===== src/spq_pkg.sv =====
// ----------------------------------------------------------------------------
// spq_pkg : shared types and constants of the sorted priority queue
// Entry layout, command word for the cell row, operation and status codes.
// ----------------------------------------------------------------------------
package spq_pkg;

    localparam int DEPTH_DEFAULT = 16;
    localparam int DOC_W         = 16;
    localparam int PRIO_W        = 8;
    localparam int CAP_W         = 5;
    localparam int FILL_W        = 5;

    localparam logic [CAP_W-1:0] CAP_RESET = 5'd16;

    localparam logic KIND_ENQ = 1'b0;
    localparam logic KIND_DEQ = 1'b1;

    localparam logic STATUS_DONE    = 1'b0;
    localparam logic STATUS_REFUSED = 1'b1;

    typedef struct packed {
        logic [PRIO_W-1:0] prio;
        logic [DOC_W-1:0]  doc;
    } entry_t;

    // broadcast to every cell in the row
    typedef struct packed {
        logic   enq;
        logic   deq;
        entry_t new_entry;
    } cell_cmd_t;

endpackage


===== src/spq_cell.sv =====
// ----------------------------------------------------------------------------
// spq_cell : one slot of the sorted row
// Holds one entry; shifts right on insert behind it, left on removal.
// ----------------------------------------------------------------------------
module spq_cell (
    input  logic               aclk,
    input  spq_pkg::cell_cmd_t cmd,
    input  logic               occupied,
    input  logic               left_goes,
    input  spq_pkg::entry_t    left_entry,
    input  spq_pkg::entry_t    right_entry,
    output logic               goes,
    output spq_pkg::entry_t    entry
);

    spq_pkg::entry_t entry_reg;
    spq_pkg::entry_t entry_next;

    // new entry lands at or before this slot: slot empty or strictly lower prio
    assign goes  = !occupied || (entry_reg.prio < cmd.new_entry.prio);
    assign entry = entry_reg;

    always_comb begin
        entry_next = entry_reg;
        if (cmd.enq && goes) begin
            entry_next = left_goes ? left_entry : cmd.new_entry;
        end else if (cmd.deq) begin
            entry_next = right_entry;
        end
    end

    always_ff @(posedge aclk) begin
        entry_reg <= entry_next;
    end

endmodule


===== src/sorted_priority_queue.sv =====
// ----------------------------------------------------------------------------
// sorted_priority_queue : bounded priority queue in a row of sorting cells
// Enqueue/dequeue words in, one result word out for each.
// ----------------------------------------------------------------------------
// Input words arrive on s_*: tuser picks enqueue or dequeue, tdata carries the
// tag and priority. Each word gives one result word on m_*: done/refused flag
// in tuser, removed tag and priority (zero unless a dequeue succeeded) and the
// fill count in tdata. Entries sit in a row of DEPTH cells, highest priority
// in cell 0; equal priorities leave in arrival order.
// An insert compares the new priority in every cell at once and the cells
// behind the insertion point shift one place along; a removal shifts the row
// the other way. The result is valid the cycle after acceptance, and a new
// word is taken every cycle unless a result waits on a stalled receiver.
// The result register decouples the sides: s_tready stays high while the
// result register is empty or being drained, and drops only while a result
// waits on a stalled receiver.
// capacity is written on the cfg channel (always ready); the user must write it
// only while the queue is idle, which the block does not enforce. Values above
// DEPTH act as DEPTH. Reset empties the queue, sets capacity to 16 and drops
// m_tvalid. No clearing pass is needed.
// ----------------------------------------------------------------------------
module sorted_priority_queue #(
    parameter int DEPTH = spq_pkg::DEPTH_DEFAULT
) (
    input  logic                      aclk,
    input  logic                      aresetn,
    // configuration
    input  logic                      cfg_valid,
    output logic                      cfg_ready,
    input  logic [spq_pkg::CAP_W-1:0] cfg_data,      // capacity
    // input words
    input  logic                      s_tvalid,
    output logic                      s_tready,
    input  logic [23:0]               s_tdata,       // doc_in[15:0], prio_in[23:16]
    input  logic [0:0]                s_tuser,       // kind[0]
    // result words
    output logic                      m_tvalid,
    input  logic                      m_tready,
    output logic [31:0]               m_tdata,       // doc_out[15:0], prio_out[23:16],
                                                     // fill[28:24], zero[31:29]
    output logic [0:0]                m_tuser        // status[0]
);

    localparam int CW = $clog2(DEPTH + 1);
    localparam int LW = (CW > spq_pkg::CAP_W) ? CW : spq_pkg::CAP_W;

    logic [spq_pkg::CAP_W-1:0] capacity_reg;
    logic [CW-1:0]             count_reg, count_next;

    logic                        m_tvalid_reg;
    logic                        status_reg, status_next;
    spq_pkg::entry_t             out_entry_reg, out_entry_next;
    logic [spq_pkg::FILL_W-1:0]  fill_reg;

    logic            accept, kind, full, empty, do_enq, do_deq;
    logic [LW-1:0]   limit;
    spq_pkg::entry_t new_entry;
    spq_pkg::cell_cmd_t cmd;

    logic            goes   [DEPTH];
    logic            occ    [DEPTH];
    spq_pkg::entry_t cell_q [DEPTH];

    assign cfg_ready = 1'b1;
    assign s_tready  = !m_tvalid_reg || m_tready;
    assign accept    = s_tvalid && s_tready;

    assign kind            = s_tuser[0];
    assign new_entry.doc   = s_tdata[15:0];
    assign new_entry.prio  = s_tdata[23:16];

    assign limit = (LW'(capacity_reg) < LW'(DEPTH)) ? LW'(capacity_reg) : LW'(DEPTH);
    assign full  = LW'(count_reg) >= limit;
    assign empty = (count_reg == '0);

    assign do_enq = accept && (kind == spq_pkg::KIND_ENQ) && !full;
    assign do_deq = accept && (kind == spq_pkg::KIND_DEQ) && !empty;

    assign cmd.enq       = do_enq;
    assign cmd.deq       = do_deq;
    assign cmd.new_entry = new_entry;

    genvar gi;
    generate
        for (gi = 0; gi < DEPTH; gi++) begin : g_cell
            assign occ[gi] = count_reg > CW'(gi);
            if (gi == 0) begin : g_head
                spq_cell u_cell (
                    .aclk        (aclk),
                    .cmd         (cmd),
                    .occupied    (occ[gi]),
                    .left_goes   (1'b0),
                    .left_entry  (new_entry),
                    .right_entry (cell_q[gi+1]),
                    .goes        (goes[gi]),
                    .entry       (cell_q[gi])
                );
            end else if (gi == DEPTH - 1) begin : g_tail
                spq_cell u_cell (
                    .aclk        (aclk),
                    .cmd         (cmd),
                    .occupied    (occ[gi]),
                    .left_goes   (goes[gi-1]),
                    .left_entry  (cell_q[gi-1]),
                    .right_entry ('0),
                    .goes        (goes[gi]),
                    .entry       (cell_q[gi])
                );
            end else begin : g_mid
                spq_cell u_cell (
                    .aclk        (aclk),
                    .cmd         (cmd),
                    .occupied    (occ[gi]),
                    .left_goes   (goes[gi-1]),
                    .left_entry  (cell_q[gi-1]),
                    .right_entry (cell_q[gi+1]),
                    .goes        (goes[gi]),
                    .entry       (cell_q[gi])
                );
            end
        end
    endgenerate

    always_comb begin
        count_next     = count_reg;
        status_next    = spq_pkg::STATUS_DONE;
        out_entry_next = '0;
        if (kind == spq_pkg::KIND_ENQ) begin
            if (full) begin
                status_next = spq_pkg::STATUS_REFUSED;
            end else begin
                count_next = count_reg + CW'(1);
            end
        end else begin
            if (empty) begin
                status_next = spq_pkg::STATUS_REFUSED;
            end else begin
                count_next     = count_reg - CW'(1);
                out_entry_next = cell_q[0];
            end
        end
    end

    always_ff @(posedge aclk) begin
        if (!aresetn) begin
            capacity_reg <= spq_pkg::CAP_RESET;
            count_reg    <= '0;
            m_tvalid_reg <= 1'b0;
        end else begin
            if (cfg_valid && cfg_ready) begin
                capacity_reg <= cfg_data;
            end
            if (accept) begin
                count_reg    <= count_next;
                m_tvalid_reg <= 1'b1;
            end else if (m_tready) begin
                m_tvalid_reg <= 1'b0;
            end
        end
    end

    // result payload, no reset needed
    always_ff @(posedge aclk) begin
        if (accept) begin
            status_reg    <= status_next;
            out_entry_reg <= out_entry_next;
            fill_reg      <= spq_pkg::FILL_W'(LW'(count_next));
        end
    end

    assign m_tvalid = m_tvalid_reg;
    assign m_tuser  = status_reg;
    assign m_tdata  = {3'b000, fill_reg, out_entry_reg.prio, out_entry_reg.doc};

`ifndef SYNTHESIS
    a_count_bound: assert property (@(posedge aclk) disable iff (!aresetn)
        LW'(count_reg) <= LW'(DEPTH))
        else $error("entry count beyond depth");

    a_head_order: assert property (@(posedge aclk) disable iff (!aresetn)
        (count_reg >= CW'(2)) |-> (cell_q[0].prio >= cell_q[1].prio))
        else $error("head cells out of priority order");

    a_refused_deq: assert property (@(posedge aclk) disable iff (!aresetn)
        (accept && kind == spq_pkg::KIND_DEQ && empty)
        |=> (m_tvalid && m_tuser[0] == spq_pkg::STATUS_REFUSED && m_tdata == '0))
        else $error("dequeue on empty queue not refused");

    a_refused_enq: assert property (@(posedge aclk) disable iff (!aresetn)
        (accept && kind == spq_pkg::KIND_ENQ && full) |=> $stable(count_reg))
        else $error("refused enqueue changed the count");
`endif

endmodule


===== config.mk =====
export PLATFORM = sky130hd
export DESIGN_NAME = sorted_priority_queue
export DESIGN_NICKNAME = d
export VERILOG_FILES = /design/src/spq_pkg.sv /design/src/spq_cell.sv /design/src/sorted_priority_queue.sv
export SDC_FILE = /design/constraint.sdc
export NUM_CORES = 1
export LEC_CHECK = 0
export BUFFER_PORTS_ARGS = -buffer_cell sky130_fd_sc_hd__buf_2
export CAP_MARGIN = 20
export CELL_PAD_IN_SITES_DETAIL_PLACEMENT = 0
export CELL_PAD_IN_SITES_GLOBAL_PLACEMENT = 2
export CORE_ASPECT_RATIO = 0.9
export CORE_MARGIN = 2
export CORE_UTILIZATION = 46
export DETAILED_ROUTE_END_ITERATION = 10
export GPL_TIMING_DRIVEN = 0
export PLACE_DENSITY = 0.83
export SYNTH_ARGS = -nofsm -noshare
export SYNTH_HDL_FRONTEND = slang
export SYNTH_SLANG_ARGS = --single-unit

===== constraint.sdc =====
create_clock -name aclk -period 10.5 [get_ports aclk]
set_input_delay 0 -clock aclk [delete_from_list [all_inputs] [get_ports aclk]]
set_output_delay 0 -clock aclk [all_outputs]
set_load 0.02 [all_outputs]

# Word level (Yosys, flattened, before mapping)
# Index checks and enable logic that the tools add are counted.
word_totals:
  ff_bits: 425
  inputBits: 35
classes:
  addsub: 2
  magnitude_cmp: 34
  mux: 56
  n_bitwise: 1
  reduce_logical: 76
op_table:
  columns: ["cell", "n"]
  rows:
  - ["2-to-1 mux 24 bit", 47]
  - ["less-than comparator 8 bit", 16]
  - ["> comparator 5 x 4 -> 1 bit, second input constant", 8]
  - ["nonzero test 2 bit", 17]
  - ["logical AND 1 bit", 21]
  - ["> comparator 5 x 3 -> 1 bit, second input constant", 4]
  - ["2-to-1 mux 5 bit", 4]
  - ["zero test 1 bit", 19]
  - ["logical OR 1 bit", 17]
  - ["> comparator 5 x 1 -> 1 bit, second input constant", 2]
  - ["> comparator 5 x 2 -> 1 bit, second input constant", 2]
  - ["adder 5 x 1 -> 5 bit, second input constant", 1]
  - ["greater-or-equal comparator 5 bit", 1]
  - ["zero test 5 bit", 1]
  - ["less-than comparator 5 bit, second input constant", 1]
  - ["2-to-1 mux 1 bit", 5]
  - ["subtractor 5 x 1 -> 5 bit, second input constant", 1]
  - ["OR reduction 2 bit", 1]
  - ["NOT 1 bit", 1]

# Longest topological paths before layout
# Gate-level depths: netlist of run 1.
depth:
  ltp_word: 7
  mapped_depth: 13

# Cells and area by module
# Synthesis of run 1 repeated with hierarchy kept, for this count alone.
unflattened:
  cells_unflattened: 2018
  area_unflattened_um2: 27815.4
modules_own_cells:
  columns: ["mod", "n_inst", "cells_per_inst", "area_per_inst_um2"]
  rows:
  - ["spq_cell (g_cell[0].g_head.u_cell ...)", 13, 113, 1605.3]
  - ["spq_cell (g_cell[7].g_mid.u_cell ...)", 3, 113, 1594.0]
  - ["sorted_priority_queue", 1, 210, 2164.6]

# Worst setup path after synthesis of run 1
# No wires, ideal clock.
synth_path:
  path_type: "input to register"
  from: "input s_tdata[18]"
  to: "register g_cell[0].g_head.u_cell.entry_reg, in the netlist g_cell[0].g_head.u_cell.entry[0] (enable)"
  setup_time_ps: 381
  t_arrival_ps: 2921
  t_required_ps: 10119
  path_slack_ps: 7198
  cell_stages: 13
  path_buffers: 5
  cell_sequence: "clkbuf_1 -> clkbuf_1 -> inv_1 -> ha_1 -> a211o_1 -> a31oi_1 -> nor3_1 -> o31a_1 -> buf_6 -> nand2b_4 -> buf_6 -> buf_6 -> nand2_1"
synth_between:
  elab_chain_cells: 4
synth_rtl:
  columns: ["item", "line", "text"]
  rows:
  - ["from (decl)", "sorted_priority_queue.sv:34", "input logic [23:0] s_tdata,"]
  - ["less-than comparator 8 bit", "spq_cell.sv:20", "assign goes = !occupied || (entry_reg.prio < cmd.new_entry.prio);"]
  - ["logical OR 1 bit", "spq_cell.sv:20", null]
  - ["logical AND 1 bit", "spq_cell.sv:25", "if (cmd.enq && goes) begin"]
  - ["nonzero test 2 bit (no line)", null, null]
  - ["to (signal assigned)", "spq_cell.sv:33", "entry_reg <= entry_next;"]
  - ["to (decl)", "spq_cell.sv:16", "spq_pkg::entry_t entry_reg;"]
# Every way passes these cells.
# A chain may end at the register's enable or synchronous reset.

# Worst setup path after layout of run 1
layout_path:
  from: "register count_reg[0]"
  to: "register g_cell[1].g_mid.u_cell.entry_reg, in the netlist g_cell[1].g_mid.u_cell.entry[5] (enable)"
layout_between:
  elab_chain_cells: 5
  word_cells_on_any_way: 11
  classes_between: "2 x order compare; 9 x reduce/logical"
layout_rtl:
  columns: ["item", "line", "text"]
  rows:
  - ["from (decl)", "sorted_priority_queue.sv:48", "logic [CW-1:0] count_reg, count_next;"]
  - ["from (signal assigned)", "sorted_priority_queue.sv:154", "count_reg <= count_next;"]
  - ["greater-or-equal comparator 5 bit / > comparator 5 x 1 -> 1 bit (equally long branches)", "sorted_priority_queue.sv:73, sorted_priority_queue.sv:86", null]
  - ["zero test 1 bit, on equally long branches", "sorted_priority_queue.sv:76, spq_cell.sv:20", null]
  - ["logical AND 1 bit / logical OR 1 bit (equally long branches)", "sorted_priority_queue.sv:76, spq_cell.sv:20", null]
  - ["logical AND 1 bit", "spq_cell.sv:25", null]
  - ["nonzero test 2 bit (no line) (*)", null, null]
  - ["to (signal assigned)", "spq_cell.sv:33", null]
  - ["to (decl)", "spq_cell.sv:16", null]
# Every way passes the cells marked *; elsewhere a longest branch is shown, timed or not.

==> results of run 1 <==
==> where the power goes <==
group | switching, W | total (W) | internal (W)
Sequential | 0.000299 | 0.00289 | 0.00259
Combinational | 0.00137 | 0.00224 | 0.000876
Clock | 0.000739 | 0.00163 | 0.000894
Total | 0.00240 | 0.00677 | 0.00436
==> Yosys cell counts (all sizes together), types with 3 or more instances <==
cell    number
a21o         4
or3          3
nand2      359
nand2b       6
clkbuf      93
nor2       114
nand4       14
buf         67
mux2i      364
o31ai        3
inv         15
o21ai      359
dfxtp       11
mux2        25
nand3        6
nor2b       15
a21oi       43
xnor2        4
a31oi        9
ha         123
and3        25
edfxtp     414
a211oi      42
==> area by class of cell <==
cell class	instances	area (um2)
inverter	16	60.1
clock inverter	34	270
sequential	425	12700
multi-input combinational	1544	10400
clock buffer	55	1230
fill	4630	24200
timing repair buffer	105	1040
tap	688	861
buffer	160	726
==> metal layers <==
metal	routed length [um]	GRT usage
met1	32400	0.360
met2	28700	0.378
met3	2920	0.0242
met4	1140	0.0533
met5	0	0
==> timing repair <==
item / CTS / global route
hold buffers: 29 / 0
resized for setup: 0 / 0
hold endpoints to repair: 109 / 0
==> worst max-delay path by stage <==
| stage | from | end | slack (ns) | cells past startpoint |
|---|---|---|---|---|
| 2_1_floorplan | s_tdata[18] | g_cell[0].g_head.u_cell.entry[0] | 7.20 | 13 |
| 3_3_place_gp | s_tdata[17] | g_cell[15].g_tail.u_cell.entry[10] | 5.29 | 10 |
| 3_5_place_dp | s_tdata[17] | g_cell[15].g_tail.u_cell.entry[11] | 5.28 | 10 |
| 4_1_cts | count_reg[0] | g_cell[12].g_mid.u_cell.entry[23] | 5.74 | 10 |
| 5_1_grt | count_reg[0] | g_cell[1].g_mid.u_cell.entry[15] | 5.97 | 10 |
| 6_report | count_reg[0] | g_cell[1].g_mid.u_cell.entry[5] | 6.18 | 10 |
==> per-stage QoR <==
stage | setup slack, ns | total power (W)
after floorplan | 7.20 | 0.00431
after global placement | 5.29 | 0.00493
after detailed placement | 5.28 | 0.00502
after CTS | 5.74 | 0.00667
after global routing | 5.97 | 0.00716
final | 6.18 | 0.00677
==> worst register-to-register path, delay by kind of cell, from the launching register on <==
kind	cells	cell delay, ns
AO/OA/AOI/OAI	3	1.45
adder cells (fa/ha/maj)	1	0.33
buffers and inverters	4	1.09
flip-flops	1	0.48
AND/OR/NAND/NOR	2	0.66
==> placed cells by master, fill, tap and decap left out, types with 14 or more instances in the layout <==
cell	synthesis	routed
inv_1	15	15
clkbuf_16	0	48
nor2_1	103	103
o21ai_0	348	348
a21oi_1	43	43
nand4_1	14	14
a211oi_1	41	41
nor2b_1	15	15
clkinv_1	1	16
edfxtp_1	414	414
and3_1	25	25
nand2_1	359	359
mux2i_1	364	364
buf_2	55	113
clkbuf_1	93	100
mux2_4	19	19
dlygate4sd3_1	0	29
buf_16	0	15
ha_1	123	123
==> cells by family after synthesis <==
kind of cell    after synthesis  share of synthesized area
fa+ha+maj                   123                     0.0645
other cells                   2                   0.000315
buf+inv                     176                     0.0329
compound gates              472                      0.106
mux                         389                      0.167
flops                       425                      0.530
xor+xnor                      4                    0.00147
simple gates                552                     0.0965
==> flow_summary.toml, run 1 <==
[status]
status = "finished clean"

[worst_setup_path]
cp_common_cell = "clkbuf_1"
max_stage_delay_ns = 0.85
path_cells = "inv_1 -> ha_1 -> nor3b_1 -> o21ai_1 -> a211oi_2 -> o21ai_0 -> clkbuf_1 -> clkbuf_1 -> nand2_1 -> buf_16"
worstPathMaxFanout = 18
r2r-start = "count_reg[0]"
cp.arrival_ns = 4.64
slowest_stage = "a211oi_2"
timing.rr.end = "g_cell[1].g_mid.u_cell.entry[5]"
reg2reg_slack_ns = 6.18
cp-end-kind = "register"
startpoint_type = "register"
cpLargestDelayFamily = "compound AO/OA/AOI/OAI gates"
cp_num_buf_inv = 4
required_ns = 10.81
rr_worst_depth = 10
worstSetupPathType = "register to register"

[sta]
relSlewSlack = 0.345
hold_slack_ns = 0.0203
slew_violations = 0
worstMarginPinSlew_ns = 0.981
setup_viol = 0
hold_violations = 0
finClkSkew_ns = 0.0242
fin_crit_sh = 0.412
rsz0062_at_grt = "false"
fmax_ghz = 0.231
fin_setup_tns_ns = 0
period_needed_ns = 4.32

[flow_run]
drv_cap = 0

[placement]
io_buffers = 58
dp.cells = 2893
dp_hpwl_mm = 50.6
dpl-instance-area_um2 = 25100
gp_congestion = 0.863

[floorplanning]
die_height_um = 220
die-area_um2 = 53700
num_rows = 79
start_util = 0.463
coreArea_um2 = 51500
fp.dieW_um = 244
top_level_ports = 71

[finish]
num_antenna_cells = 0
largest_reg_flops = 336
synthToLayoutAreaGrowth_pct = 14.3
drive_above_1_share = 0.107
final_core_util = 0.529
final_cells = 3027
fin_nets = 2458
stdcell_area_um2 = 27300

[synth]
yosysTopAreaCellShare = 0.521
ys_async_sr_fraction = 0
synth_area_per_cell_um2 = 11.1
synth_enable_flop_cells = 414
synth.largest_area_cell = "edfxtp_1"
synth_cell_types = 50
synth_seq_cells = 425
synthCells = 2143
ys_warn_count = 0
yosysSeqAreaShare = 0.530
netlist_area_um2 = 23900
synth_flop_cell = "edfxtp_1"
ys_top_cells_by_area = "edfxtp_1, mux2i_1, o21ai_0, ha_1, nand2_1"

[worst_hold_path]
hold_depth = 3
hp-class = "input port to register"
hold_path_startpoint = "s_tdata[23]"
holdPathEnd = "g_cell[3].g_mid.u_cell.entry[23]"

[detailed_routing]
viasPerCell = 5.70
drt-initial-drc-count = 1416
drtAntennaViolNets = 0
vias = 17300
first_pass_iters = 6
wl_per_cell_um = 21.5
drc_errors = 0
wl_mm = 65.1

[clocking]
numCtsBuffers = 48
post-cts-setup-buffers = 0
clock-root-buffer = "clkbuf_16"
clockBufferDepth = 3
cts_tree = "done"
cts.sinks = 425
clk_pin_slew_ns = 0.06
htreeDepth = 2
clkLatencyLatePin_ns = 0.61

[power]
ir_worst_vdd_mv = 0.147
powerDensity_nw_per_um2 = 248
p_leak_nw = 10.2

[grt]
grt_overflow = 0
grt_usage = 0.241
grt_pass1_vias = 17800
grt_max_degree = 25
antenna_found_initial = 0
grt_pass1_wl_mm = 100
(Power assumes the default switching activity.)
==> inputs of run 2 (changes only) <==
--- a/config.mk
+++ b/config.mk
@@ -11,10 +11,10 @@
 export CELL_PAD_IN_SITES_GLOBAL_PLACEMENT = 2
 export CORE_ASPECT_RATIO = 0.9
 export CORE_MARGIN = 2
-export CORE_UTILIZATION = 46
+export CORE_UTILIZATION = 39
 export DETAILED_ROUTE_END_ITERATION = 10
 export GPL_TIMING_DRIVEN = 0
-export PLACE_DENSITY = 0.83
+export PLACE_DENSITY = 0.75
 export SYNTH_ARGS = -nofsm -noshare
 export SYNTH_HDL_FRONTEND = slang
 export SYNTH_SLANG_ARGS = --single-unit
==> constraint.sdc (replaced) <==
create_clock -name aclk -period 3.75 [get_ports aclk]
set_input_delay 0 -clock aclk [delete_from_list [all_inputs] [get_ports aclk]]
set_output_delay 0 -clock aclk [all_outputs]
set_load 0.02 [all_outputs]
==> run 2 against run 1 <==
Via count is 0.49% lower. Maximum frequency grew 16%. Clock skew down 0.0084 ns. Sequential power rose to 2.8 times the previous value. First-iteration DRC count down 19%. Core utilization decreased by 8.0 points. Sequential share of layout area decreased by 0.20 points. Wire length up 4.5%. Total power increased to 2.8 times the previous value. Critical path type unchanged. Largest cell class unchanged. Highest routed layer unchanged.
==> flow_summary.toml, run 2 (same netlist as run 1, synthesis figures left out) <==
[floorplanning]
start_util = 0.392
die_height_um = 239
coreArea_um2 = 60900
fp.dieW_um = 265
top_level_ports = 71
die-area_um2 = 63200
num_rows = 86

[detailed_routing]
drc_errors = 0
vias = 17200
wl_per_cell_um = 21.6
wl_mm = 68.0
first_pass_iters = 7
drt-initial-drc-count = 1142
drtAntennaViolNets = 0
viasPerCell = 5.46

[worst_setup_path]
cp-end-kind = "register"
critPathLaunch = "count_reg[0]"
required_ns = 3.94
timing.rr.end = "g_cell[2].g_mid.u_cell.entry[9]"
worstPathMaxFanout = 24
r2r-start = "count_reg[0]"
cp.arrival_ns = 3.91
startpoint_type = "register"
worstSetupPathType = "register to register"
reg2reg_slack_ns = 0.03
setup.worst_path.end = "g_cell[2].g_mid.u_cell.entry[9]"
rr_worst_depth = 9

[placement]
dp_slack_ns = -1.50
gp_congestion = 0.818
dp_hpwl_mm = 52.9
io_buffers = 58
dpl-instance-area_um2 = 25200

[grt]
grt_pass1_wl_mm = 104
antenna_found_initial = 0
grt_overflow = 0
grt_usage = 0.214
grt_max_degree = 25
grt_pass1_vias = 17900

[clocking]
numCtsBuffers = 49
cts.sinks = 425
clock-root-buffer = "clkbuf_16"
clk_pin_slew_ns = 0.06
clkLatencyLatePin_ns = 0.61
clockBufferDepth = 3
cts_tree = "done"
htreeDepth = 2

[sta]
slew_violations = 0
fmax_ghz = 0.268
fin_crit_sh = 0.993
hold_violations = 0
rsz0062_at_grt = "true"
fin_setup_tns_ns = 0
setup_viol = 0
finClkSkew_ns = 0.0157
setup_ws_ns = 0.0253
relSlewSlack = 0.436
period_needed_ns = 3.72
worstMarginPinSlew_ns = 0.846

[finish]
drive_above_1_share = 0.125
stdcell_area_um2 = 27400
num_antenna_cells = 0
fin_nets = 2473
multiInputGateArea_um2 = 10500
synthToLayoutAreaGrowth_pct = 14.8
final_core_util = 0.450
largest_reg_flops = 336
seqCellArea_um2 = 12700
final_cell_mix = "edfxtp_1, mux2i_1, o21ai_0"
fill_cells = 5773
final_common_cell = "edfxtp_1"

[power]
p_leak_nw = 10.2
powerDensity_nw_per_um2 = 690
report.power.total_w = 0.0189
ir_worst_vdd_mv = 0.369

[worst_hold_path]
hp-class = "input port to register"

[flow_run]
drv_cap = 0

[status]
status = "finished clean"
[run 2: cell types whose count changed in the layout (fill, tap and decap cells not counted), sizes merged]
| cell | previous run | this run |
|---|---|---|
| buf | 142 | 156 |
| bufinv | 2 | 3 |
| clkbuf | 149 | 156 |
| clkinv | 30 | 21 |
| clkinvlp | 3 | 10 |
| dlygate4sd3 | 29 | 30 |
| inv | 15 | 10 |
[run 2: critical path, stage by stage (launching register included)]
cell	delay (ns)
dfxtp_1	0.37
inv_1	0.24
ha_1	0.19
or4b_1	0.45
buf_2	0.24
and2_0	0.19
clkbuf_1	0.17
nand2_2	0.41
buf_2	0.50
nand2_2	0.51
[run 2: area by class of cell]
class / instances / area share
buffer: 160 / 0.0269
clock buffer: 63 / 0.0475
clock inverter: 28 / 0.00873
inverter: 16 / 0.00315
multi-input combinational: 1544 / 0.384
sequential: 425 / 0.462
tap: 792 / 0.0362
timing repair buffer: 119 / 0.0312
[run 2: stage by stage]
stage,hold slack (ns),instances
finish,0.0125,3147
floorplan,0.0986,2145
CTS,0.00297,3147
detailed placement,0.254,2998
global route,0.0576,3147
global placement,0.228,2995
[run 2: layer usage]
metal | global-route usage | wire length (um)
met1 | 0.322 | 34700
met5 | 0 | 0
met2 | 0.323 | 29000
met3 | 0.0254 | 2600
met4 | 0.0611 | 1690
[run 2: power breakdown]
| part | total, W | leakage, nW | internal, W | switching, W |
|---|---|---|---|---|
| Combinational | 0.00603 | 5.41 | 0.00220 | 0.00383 |
| Sequential | 0.00812 | 4.00 | 0.00728 | 0.000839 |
| Clock | 0.00474 | 0.744 | 0.00266 | 0.00207 |
| Total | 0.0189 | 10.2 | 0.0121 | 0.00674 |
[run 2: worst min path at each step]
stage	end	depth (start not counted)	from
after CTS	g_cell[2].g_mid.u_cell.entry[18]	3	s_tdata[18]
after global routing	g_cell[2].g_mid.u_cell.entry[18]	3	s_tdata[18]
after global placement	capacity_reg[4]	2	aresetn
after detailed placement	m_tvalid	3	s_tvalid
after floorplan	capacity_reg[4]	1	aresetn
final	g_cell[2].g_mid.u_cell.entry[18]	3	s_tdata[18]
[run 2: what timing repair did]
action | CTS | global route
setup buffers | 28 | 0
resized for setup | 35 | 10
endpoints found under the setup margin | 452 | 385
pin swaps | 1 | 0
endpoints found under the hold margin | 109 | 0
hold buffers | 30 | 0
==> inputs of run 3 (changes only) <==
--- a/config.mk
+++ b/config.mk
@@ -9,11 +9,11 @@
 export CAP_MARGIN = 20
 export CELL_PAD_IN_SITES_DETAIL_PLACEMENT = 0
 export CELL_PAD_IN_SITES_GLOBAL_PLACEMENT = 2
-export CORE_ASPECT_RATIO = 0.9
 export CORE_MARGIN = 2
 export CORE_UTILIZATION = 39
 export DETAILED_ROUTE_END_ITERATION = 10
 export GPL_TIMING_DRIVEN = 0
+export HOLD_SLACK_MARGIN = 0.12
 export PLACE_DENSITY = 0.75
 export SYNTH_ARGS = -nofsm -noshare
 export SYNTH_HDL_FRONTEND = slang
==> run 3 against run 2 <==
Total power grew 1.4%. Clock power grew 5.5%. Sequential share of layout area decreased by 0.25 points. Cell count down 0.25%. Global-route usage rose by 0.070 points. Core utilization grew 0.56 points. Wire length increased by 0.10%. Worst setup slack lost 0.0040 ns. Hold slack improved by 0.17 ns. Critical path type unchanged. Sequential power is essentially flat. Count of clock-buffer cells in the layout decreased by 7. Sequential cell count unchanged.
==> flow_summary.toml, run 3 (same netlist as run 1, synthesis figures left out) <==
[power]
p_leak_nw = 10.2
powerDensity_nw_per_um2 = 696
ir_worst_vdd_mv = 0.336
report.power.total_w = 0.0192

[finish]
stdcell_area_um2 = 27500
final_core_util = 0.455
final_cells = 3139
num_antenna_cells = 0
fin_nets = 2477
drive_above_1_share = 0.125
synthToLayoutAreaGrowth_pct = 15.4
final_common_cell = "edfxtp_1"
largest_reg_flops = 336
final_cell_mix = "edfxtp_1, mux2i_1, o21ai_0"

[sta]
worstMarginPinSlew_ns = 0.801
relSlewSlack = 0.466
fin_crit_sh = 0.994
slew_violations = 0
finClkSkew_ns = 0.0354
rsz0062_at_grt = "true"
setup_viol = 0
hold_violations = 0
hold_slack_ns = 0.187
period_needed_ns = 3.73
fmax_ghz = 0.268

[detailed_routing]
drt-initial-drc-count = 1066
first_pass_iters = 5
vias = 17200
drc_errors = 0
viasPerCell = 5.48
wl_per_cell_um = 21.7
drtAntennaViolNets = 0
wl_mm = 68.1

[status]
status = "finished clean"

[worst_setup_path]
setup.worst_path.end = "g_cell[2].g_mid.u_cell.entry[9]"
worstPathMaxFanout = 24
cp.arrival_ns = 3.94
timing.rr.end = "g_cell[2].g_mid.u_cell.entry[9]"
rr_worst_depth = 9
reg2reg_slack_ns = 0.02
cp-end-kind = "register"
r2r-start = "count_reg[0]"
critPathLaunch = "count_reg[0]"
startpoint_type = "register"
required_ns = 3.96
worstSetupPathType = "register to register"

[clocking]
clockBufferDepth = 3
clock-root-buffer = "clkbuf_16"
clk_pin_slew_ns = 0.06
numCtsBuffers = 50
cts_tree = "done"
htreeDepth = 2
clkLatencyLatePin_ns = 0.63
cts.sinks = 425

[placement]
dp.cells = 2987
gp_congestion = 0.807
dpl-instance-area_um2 = 25200
dp_hpwl_mm = 52.7
io_buffers = 58

[floorplanning]
num_rows = 90
start_util = 0.395
top_level_ports = 71
fp.dieW_um = 251
die-area_um2 = 63200
die_height_um = 251
coreArea_um2 = 60500

[worst_hold_path]
hp-class = "input port to register"

[grt]
grt_overflow = 0
grt_pass1_wl_mm = 105
grt_usage = 0.215
grt_max_degree = 25
grt_pass1_vias = 18100
antenna_found_initial = 1

[flow_run]
drv_cap = 0
run 3: cell count changes in the layout (fill, tap and decap cells not counted), sizes merged:
cell | previous run | this run
buf | 156 | 150
clkinv | 21 | 25
inv | 10 | 11
dlygate4sd3 | 30 | 38
clkbuf | 156 | 150
bufinv | 3 | 6
clkinvlp | 10 | 8
run 3: critical path, stage by stage (launching register included):
cell and delay [ns]:
dfxtp_1 0.38, inv_1 0.25, ha_1 0.19, or4b_1 0.44, buf_2 0.24, and2_0 0.19
clkbuf_1 0.15, nand2_2 0.42, buf_2 0.50, nand2_2 0.50
run 3: worst min path at each step:
stage                     start                           endpoint  depth (start not counted)
global placement        aresetn                    capacity_reg[4]                          2
floorplan               aresetn                    capacity_reg[4]                          1
detailed placement      aresetn                    capacity_reg[4]                          2
CTS                 cfg_data[4]                    capacity_reg[4]                          4
global route        s_tdata[21]  g_cell[0].g_head.u_cell.entry[21]                          3
finish              cfg_data[4]                    capacity_reg[4]                          4
run 3: repair_timing:
action,4_1_cts,5_1_grt
endpoints found under the hold margin,159,0
hold buffers,38,0
setup buffers,23,1
gates resized for setup,31,11
pin swaps,1,0
endpoints found under the setup margin,574,360
run 3: stage by stage:
stage | setup slack (ns) | setup TNS [ns]
global route | -0.139 | -24.39
finish | 0.0213 | 0
global placement | -1.40 | -572.33
CTS | 0.0216 | 0
floorplan | 0.448 | 0
detailed placement | -1.46 | -585.47
run 3: layout make-up:
| class | count | area, um2 |
|---|---|---|
| Tap cell | 782 | 978 |
| Fill cell | 5690 | 32900 |
| Buffer | 160 | 734 |
| Sequential cell | 425 | 12700 |
| Clock inverter | 34 | 357 |
| Timing Repair Buffer | 122 | 911 |
| Clock buffer | 56 | 1270 |
| Inverter | 16 | 82.6 |
| Multi-Input combinational cell | 1544 | 10500 |
run 3: metal layers:
metal	global-route usage	vias up	part of all wire
met2	0.335	310	0.45
met1	0.311	8524	0.49
met3	0.0280	99	0.035
met5	0	-	0.00013
met4	0.0655	2	0.027
li1	-	8254	-
run 3: power breakdown:
group          total [W]  switching [W]  internal (W)  leakage (nW)
combinational    0.00601        0.00380       0.00221          5.42
clock            0.00500        0.00214       0.00286         0.801
sequential       0.00815       0.000864       0.00728          4.00
